**config.mk**
```make
export PLATFORM = sky130hd
export DESIGN_NAME = mfd_ctrl
export DESIGN_NICKNAME = d
export VERILOG_FILES = /design/src/sv/mfd_pkg.sv /design/src/sv/mfd_ctrl.sv
export SDC_FILE = /design/constraint.sdc
export NUM_CORES = 1
export LEC_CHECK = 0
export ABC_AREA = 1
export BUFFER_PORTS_ARGS = -buffer_cell sky130_fd_sc_hd__clkbuf_2
export CORE_AREA = 2 2 57 59
export CTS_CLUSTER_SIZE = 24
export DETAILED_ROUTE_END_ITERATION = 12
export DIE_AREA = 0 0 59 61
export HOLD_SLACK_MARGIN = 0.05
export MAX_ROUTING_LAYER = met4
export SLEW_MARGIN = 15
export SYNTH_ARGS = -nofsm -noshare
export SYNTH_HDL_FRONTEND = slang
export SYNTH_SLANG_ARGS = --single-unit
```
**constraint.sdc**
```tcl
create_clock -name clk -period 3.1 [get_ports clk]
set_clock_uncertainty 0.2 [all_clocks]
set_input_delay 0.155 -clock clk [delete_from_list [all_inputs] [get_ports clk]]
set_output_delay 0.155 -clock clk [all_outputs]
set_load 0.01 [all_outputs]
```
**src/sv/mfd_pkg.sv**
```systemverilog
// Shared types, widths and codes of the Dinic maximum-flow engine.
package mfd_pkg;

  localparam int NODES     = 64;
  localparam int NODE_W    = 6;
  localparam int ARC_SLOTS = 512;
  localparam int ARC_AW    = 9;
  localparam int ARC_W     = 10;
  localparam int CAP_W     = 20;
  localparam int FLOW_W    = 21;
  localparam int RES_W     = 22;
  localparam int LVL_W     = 7;
  localparam int CNT_W     = 7;
  localparam int TOT_W     = 28;

  localparam logic [ARC_W-1:0] ARC_NONE = ARC_W'(ARC_SLOTS);
  localparam logic [LVL_W-1:0] LVL_NONE = '1;
  localparam logic [TOT_W-1:0] TOT_MAX  = '1;

  localparam logic [1:0] OPC_CLEAR = 2'd0;
  localparam logic [1:0] OPC_ADD   = 2'd1;
  localparam logic [1:0] OPC_RUN   = 2'd2;

  localparam logic [1:0] ST_OK   = 2'd0;
  localparam logic [1:0] ST_SAME = 2'd1;
  localparam logic [1:0] ST_OVF  = 2'd2;

  // datapath micro-operations
  localparam logic [5:0] OP_NOP      = 6'd0;
  localparam logic [5:0] OP_LATCH    = 6'd1;
  localparam logic [5:0] OP_CLR      = 6'd2;
  localparam logic [5:0] OP_ADD_CHK  = 6'd3;
  localparam logic [5:0] OP_ADD_RD   = 6'd4;
  localparam logic [5:0] OP_ADD_WR   = 6'd5;
  localparam logic [5:0] OP_ADD_LINK = 6'd6;
  localparam logic [5:0] OP_RUN_CHK  = 6'd7;
  localparam logic [5:0] OP_LV_CLR   = 6'd8;
  localparam logic [5:0] OP_LV_SRC   = 6'd9;
  localparam logic [5:0] OP_LV_POP   = 6'd10;
  localparam logic [5:0] OP_LV_NODE  = 6'd11;
  localparam logic [5:0] OP_LV_FIRST = 6'd12;
  localparam logic [5:0] OP_ARC_RD   = 6'd13;
  localparam logic [5:0] OP_ARC_HEAD = 6'd14;
  localparam logic [5:0] OP_LV_VISIT = 6'd15;
  localparam logic [5:0] OP_LV_END   = 6'd16;
  localparam logic [5:0] OP_CA_RD    = 6'd17;
  localparam logic [5:0] OP_CA_WR    = 6'd18;
  localparam logic [5:0] OP_AG_INIT  = 6'd19;
  localparam logic [5:0] OP_AG_TOP   = 6'd20;
  localparam logic [5:0] OP_AG_CUR   = 6'd21;
  localparam logic [5:0] OP_AG_TEST  = 6'd22;
  localparam logic [5:0] OP_AG_DEAD  = 6'd23;
  localparam logic [5:0] OP_AG_POP   = 6'd24;
  localparam logic [5:0] OP_AG_BACK  = 6'd25;
  localparam logic [5:0] OP_BN_START = 6'd26;
  localparam logic [5:0] OP_BN_READ  = 6'd27;
  localparam logic [5:0] OP_BN_MIN   = 6'd28;
  localparam logic [5:0] OP_UP_ARC   = 6'd29;
  localparam logic [5:0] OP_UP_FWD   = 6'd30;
  localparam logic [5:0] OP_UP_REVRD = 6'd31;
  localparam logic [5:0] OP_UP_REV   = 6'd32;
  localparam logic [5:0] OP_TOT      = 6'd33;
  localparam logic [5:0] OP_EMIT     = 6'd34;

  typedef struct packed {
    logic [5:0] op;
  } cmd_t;

  typedef struct packed {
    logic [1:0] opc;
    logic       full;
    logic       same_st;
    logic       qempty;
    logic       a_none;
    logic       t_reached;
    logic       sweep_last;
    logic       u_is_t;
    logic       found;
    logic       depth_full;
    logic       depth_zero;
    logic       k_more;
    logic       side;
    logic       out_free;
  } stat_t;

endpackage

```
**src/sv/mfd_ctrl.sv**
```systemverilog
// Sequencer of the flow engine: steps the datapath through load, level and augment passes.
module mfd_ctrl import mfd_pkg::*; (
  input  logic  clk,
  input  logic  rst_n,
  input  logic  in_valid,
  output logic  in_ready,
  input  stat_t stat,
  output cmd_t  cmd
);
  localparam logic [5:0] S_IDLE = 6'd0,  S_DISP = 6'd1,  S_CLR = 6'd2,  S_ACHK = 6'd3;
  localparam logic [5:0] S_ARD = 6'd4,   S_AWR = 6'd5,   S_ALNK = 6'd6, S_RCHK = 6'd7;
  localparam logic [5:0] S_LCLR = 6'd8,  S_LSRC = 6'd9,  S_LPOP = 6'd10, S_LNOD = 6'd11;
  localparam logic [5:0] S_LFST = 6'd12, S_LARC = 6'd13, S_LHD = 6'd14, S_LVIS = 6'd15;
  localparam logic [5:0] S_LEND = 6'd16, S_LTST = 6'd17, S_CARD = 6'd18, S_CAWR = 6'd19;
  localparam logic [5:0] S_GINI = 6'd20, S_GTOP = 6'd21, S_GCUR = 6'd22, S_GSCN = 6'd23;
  localparam logic [5:0] S_GHD = 6'd24,  S_GTST = 6'd25, S_GDED = 6'd26, S_GPOP = 6'd27;
  localparam logic [5:0] S_GBCK = 6'd28, S_BST = 6'd29,  S_BRD = 6'd30, S_BMIN = 6'd31;
  localparam logic [5:0] S_UARC = 6'd32, S_UFWD = 6'd33, S_URRD = 6'd34, S_UREV = 6'd35;
  localparam logic [5:0] S_TOT = 6'd36,  S_EMIT = 6'd37;

  logic [5:0] state_r, state_nxt;

  assign in_ready = (state_r == S_IDLE);

  always_comb begin
    state_nxt = state_r;
    cmd.op    = OP_NOP;
    unique case (state_r)
      S_IDLE: begin
        if (in_valid) begin
          cmd.op = OP_LATCH; state_nxt = S_DISP;
        end
      end
      S_DISP: begin
        priority if (stat.opc == OPC_CLEAR) state_nxt = S_CLR;
        else if (stat.opc == OPC_ADD) state_nxt = S_ACHK;
        else if (stat.opc == OPC_RUN) state_nxt = S_RCHK;
        else state_nxt = S_IDLE;
      end
      S_CLR:  begin cmd.op = OP_CLR; state_nxt = S_IDLE; end
      S_ACHK: begin cmd.op = OP_ADD_CHK; state_nxt = stat.full ? S_IDLE : S_ARD; end
      S_ARD:  begin cmd.op = OP_ADD_RD; state_nxt = S_AWR; end
      S_AWR:  begin cmd.op = OP_ADD_WR; state_nxt = S_ALNK; end
      S_ALNK: begin cmd.op = OP_ADD_LINK; state_nxt = stat.side ? S_IDLE : S_ARD; end
      S_RCHK: begin cmd.op = OP_RUN_CHK; state_nxt = stat.same_st ? S_EMIT : S_LCLR; end
      S_LCLR: begin cmd.op = OP_LV_CLR; state_nxt = stat.sweep_last ? S_LSRC : S_LCLR; end
      S_LSRC: begin cmd.op = OP_LV_SRC; state_nxt = S_LPOP; end
      S_LPOP: begin cmd.op = OP_LV_POP; state_nxt = stat.qempty ? S_LEND : S_LNOD; end
      S_LNOD: begin cmd.op = OP_LV_NODE; state_nxt = S_LFST; end
      S_LFST: begin cmd.op = OP_LV_FIRST; state_nxt = S_LARC; end
      S_LARC: begin cmd.op = OP_ARC_RD; state_nxt = stat.a_none ? S_LPOP : S_LHD; end
      S_LHD:  begin cmd.op = OP_ARC_HEAD; state_nxt = S_LVIS; end
      S_LVIS: begin cmd.op = OP_LV_VISIT; state_nxt = S_LARC; end
      S_LEND: begin cmd.op = OP_LV_END; state_nxt = S_LTST; end
      S_LTST: begin state_nxt = stat.t_reached ? S_CARD : S_EMIT; end
      S_CARD: begin cmd.op = OP_CA_RD; state_nxt = S_CAWR; end
      S_CAWR: begin cmd.op = OP_CA_WR; state_nxt = stat.sweep_last ? S_GINI : S_CARD; end
      S_GINI: begin cmd.op = OP_AG_INIT; state_nxt = S_GTOP; end
      S_GTOP: begin cmd.op = OP_AG_TOP; state_nxt = stat.u_is_t ? S_BST : S_GCUR; end
      S_GCUR: begin cmd.op = OP_AG_CUR; state_nxt = S_GSCN; end
      S_GSCN: begin cmd.op = OP_ARC_RD; state_nxt = stat.a_none ? S_GDED : S_GHD; end
      S_GHD:  begin cmd.op = OP_ARC_HEAD; state_nxt = S_GTST; end
      S_GTST: begin
        cmd.op = OP_AG_TEST;
        priority if (stat.found && stat.depth_full) state_nxt = S_LCLR;
        else if (stat.found) state_nxt = S_GTOP;
        else state_nxt = S_GSCN;
      end
      S_GDED: begin cmd.op = OP_AG_DEAD; state_nxt = stat.depth_zero ? S_LCLR : S_GPOP; end
      S_GPOP: begin cmd.op = OP_AG_POP; state_nxt = S_GBCK; end
      S_GBCK: begin cmd.op = OP_AG_BACK; state_nxt = S_GTOP; end
      S_BST:  begin cmd.op = OP_BN_START; state_nxt = S_BRD; end
      S_BRD:  begin cmd.op = OP_BN_READ; state_nxt = S_BMIN; end
      S_BMIN: begin cmd.op = OP_BN_MIN; state_nxt = stat.k_more ? S_BRD : S_UARC; end
      S_UARC: begin cmd.op = OP_UP_ARC; state_nxt = S_UFWD; end
      S_UFWD: begin cmd.op = OP_UP_FWD; state_nxt = S_URRD; end
      S_URRD: begin cmd.op = OP_UP_REVRD; state_nxt = S_UREV; end
      S_UREV: begin cmd.op = OP_UP_REV; state_nxt = stat.k_more ? S_UARC : S_TOT; end
      S_TOT:  begin cmd.op = OP_TOT; state_nxt = S_GINI; end
      S_EMIT: begin cmd.op = OP_EMIT; state_nxt = stat.out_free ? S_IDLE : S_EMIT; end
      default: state_nxt = S_IDLE;
    endcase
  end

  always_ff @(posedge clk) begin
    if (!rst_n) begin
      state_r <= S_IDLE;
    end else begin
      state_r <= state_nxt;
    end
  end

`ifndef ASSERT_OFF
  a_take_idle: assert property (@(posedge clk) disable iff (!rst_n)
    (in_valid && in_ready) |=> (state_r == S_DISP))
    else $error("transfer not followed by dispatch");
  a_emit_done: assert property (@(posedge clk) disable iff (!rst_n)
    (state_r == S_EMIT && stat.out_free) |=> (state_r == S_IDLE))
    else $error("result step did not return to idle");
  a_add_pair: assert property (@(posedge clk) disable iff (!rst_n)
    (state_r == S_ALNK && !stat.side) |=> (state_r == S_ARD))
    else $error("reverse arc of edge not stored");
`endif
endmodule

```
==> key figures <==
Synth
  – Number of warnings issued by yosys: 0
  – Post-Syn Area per Cell: 4.93 sq um
  – Synth Cell Area: 0.00116 sq mm
  – Post-Synthesis Cells: 235
  – Number of storage elements in the synthesis netlist: 6
  – Distinct cell type count after synthesis: 28
  – Syn_nets: 255
  – Seq/Total Area, Yosys: 10.4%

Placement
  – Port Buf Inserts: 24
  – Gpl congestion: 1.06
  – Area after DPL: 0.00131 sq mm
  – HPWL after DPL: 3.54 mm

Setup path
  – Worst path slowest cell: nor2_2
  – Gate family responsible for the most delay along the worst path: simple AND/OR/NAND/NOR gates
  – Endpoint required time on the critical path: 2740 ps
  – Nature of the critical path endpoint: output pin
  – Critical Path, Cell by Cell: inv_2 -> nor2_2 -> nand3_1 -> o211ai_1 -> nor3_1 -> nand4_1 -> clkbuf_2
  – Arrival time of data at the critical path endpoint: 2050 ps
  – Sum of buffers and inverters on the critical path: 2
  – Category of the critical setup timing path: register to output pin
  – Element type at the critical path start: register
  – Worst Path Max Fanout: 12
  – R2R setup slack: 1040 ps
  – Delay contributed by the slowest stage of the critical path: 450 ps

GRT
  – GR Util All Layers: 26.1%
  – Largest net degree at the start of global routing: 17
  – First-pass GRT wire length: 6.82 mm
  – Grt ovf: 0
  – Initial antenna violation count: 0
  – Via count of the first global-routing pass: 1476

Clock network
  – Skew-Pair Late Insertion Delay: 230 ps
  – Total clock sinks: 6
  – Clock slew at reported path FFs: 40 ps
  – Clock tree root driver cell: clkbuf_4
  – Num CTS Buffers: 3
  – TritonCTS clock tree: done
  – Post-CTS setup buffer count: 0
  – CTS H-tree lvls: 1
  – Clock buffer depth: 2

Pwr
  – Sw Share: 48.7%
  – Fraction of power consumed by combinational cells: 59.0%
  – Peak supply drop: 0.223 mV
  – Power per cell area: 309 mW/mm^2
  – Seq pwr share: 24.8%
  – Leakage power: 0.853 nW
  – Share of total power in the clock network: 16.2%
  – Internal portion of total power: 0.213 mW
  – NetSw: 0.202 mW

Flow run
  – Number of maximum-capacitance constraint violations: 0

Timing
  – Unrepaired setup endpoints after global routing: false
  – Final hold slack: 53.8 ps
  – Worst Max-Slew Pin Slew: 623 ps
  – Number of endpoints with negative hold slack in the final report: 0
  – Post-route clock period utilization: 77.4%
  – Tightest slew margin relative to the limit: 58.4%
  – Time the final worst path needs with I/O delays and setup: 2400 ps
  – Number of setup violations in the final report: 0
  – Final count of pins violating max slew: 0
  – Fmax achieved: 417 MHz
  – Final-layout setup total negative slack: 0 ps

Layout
  – Layout Utilization: 45.4%
  – Area grow syn2layout: 15.7%
  – Commonest cells after routing, fill and taps aside: nand2_1 (73), nor2_1 (48), nand3_1 (34), clkbuf_2 (24), inv_1 (22)
  – Multi-input gate area in the final layout: 925 sq um
  – Antenna cell count: 0
  – Most flop-heavy register: state_r
  – Number of inserted filler cells in the final layout: 346
  – Commonest non-fill, non-tap cell in the layout: nand2_1
  – Largest registers: state_r (6)
  – Post-layout net count: 283
  – Fraction of final layout cells sized beyond drive strength 1: 18.0%
  – Total area of sequential cells: 120 sq um
  – Max FFs per register: 6
  – Post-layout instance area: 0.00134 sq mm

Drt
  – Detailed-route wire length: 4.20 mm
  – Via density: 5.57
  – Initial detailed-routing violation count: 103
  – Detailed-router iteration count before antenna repair: 6
  – Post-route DRC violation count: 0
  – Routed length per placed instance: 14.3 um
  – Number of antenna-violating nets in the routed design: 0
  – Overall via count from detail_route: 1639

Outcome
  – Status: completed

Die
  – Starting utilization of the core area: 39.2%
  – Floorplan die height: 61 um
  – Top Ports: 25
  – Die Width: 59 um
  – Core area: 0.00295 sq mm
  – Site row count: 20
  – Full die area: 0.00360 sq mm

Min path
  – Type of the worst min-delay path: input port to register
-- per-stage QoR --
step                total power, mW  setup WS [ps]  cells
global route                  0.455            668    294
detailed placement            0.345           1060    290
floorplan                     0.267           1510    235
finish                        0.415            700    294
global placement              0.351            987    290
CTS                           0.417            795    294
-- area by class of cell --
type	instances	area share, %
repair buffers	25	9.71
clock buffers	3	1.68
flip-flops and latches	6	8.96
multi-input cells	200	69.0
well taps	33	3.08
inverters	27	7.56
-- worst register-to-register path, cell delays in order (launching register included) --
cell and delay, ps:
dfxtp_1 420, inv_2 60, nor2_2 450, nand3_1 340
nand2_1 170, inv_1 50, nand2_1 50, nor2_1 50
nand3_1 80, nand2_1 60, nor2_1 70
-- cell families after synthesis --
family | after synthesis | share of synthesized area [%]
adder cells (fa/ha/maj) | 2 | 2.16
buffers and inverters | 29 | 9.83
AO/OA/AOI/OAI | 11 | 6.48
AND/OR/NAND/NOR | 187 | 71.2
flip-flops | 6 | 10.4
-- power by group through the flow --
stage	combinational [mW]	clock, mW	sequential (mW)
5_1_grt	0.276	0.0739	0.105
2_1_floorplan	0.165	0	0.102
6_report	0.245	0.0672	0.103
3_3_place_gp	0.247	0	0.103
4_1_cts	0.242	0.0718	0.103
3_5_place_dp	0.241	0	0.104
-- final timing paths --
check                                              from                      end  cells past startpoint
worst max register to register  state_r[4]$_SDFFE_PN0P_  state_r[0]$_SDFFE_PN0P_                     10
worst min register to register  state_r[0]$_SDFFE_PN0P_  state_r[5]$_SDFFE_PN0P_                      6
worst min-delay path                           in_valid  state_r[0]$_SDFFE_PN0P_                      4
worst max-delay path            state_r[4]$_SDFFE_PN0P_                   cmd[2]                      7
-- cell usage after synthesis, drive strengths merged --
cell type / number / share of area, %
or3b: 1 / 0.76
nand3: 34 / 15
nor2: 58 / 21
o22ai: 1 / 0.54
o211ai: 2 / 1.3
nor4: 1 / 0.54
ha: 2 / 2.2
nand2: 75 / 25
inv: 27 / 8.7
a31oi: 1 / 0.54
nand3b: 2 / 1.3
dfxtp: 6 / 10
a21boi: 1 / 0.65
o221ai: 1 / 0.76
or2: 1 / 0.54
o31ai: 1 / 0.65
nand4: 5 / 2.7
nor3b: 1 / 0.65
nor3: 9 / 3.9
o21ai: 2 / 1.2
buf: 2 / 1.1
a21oi: 2 / 0.86
-- metal layers --
metal | GRT usage [%] | share of wire [%]
met4 | 8.12 | 3.2
met1 | 33.6 | 41
met3 | 2.99 | 10
met2 | 42.9 | 46
met5 | - | 0
-- repair_timing --
action	4_1_cts	5_1_grt
hold buffers	1	0
resized for setup	0	0
endpoints found under the hold margin	5	0
Note: power is estimated with default switching activity, not from simulation.
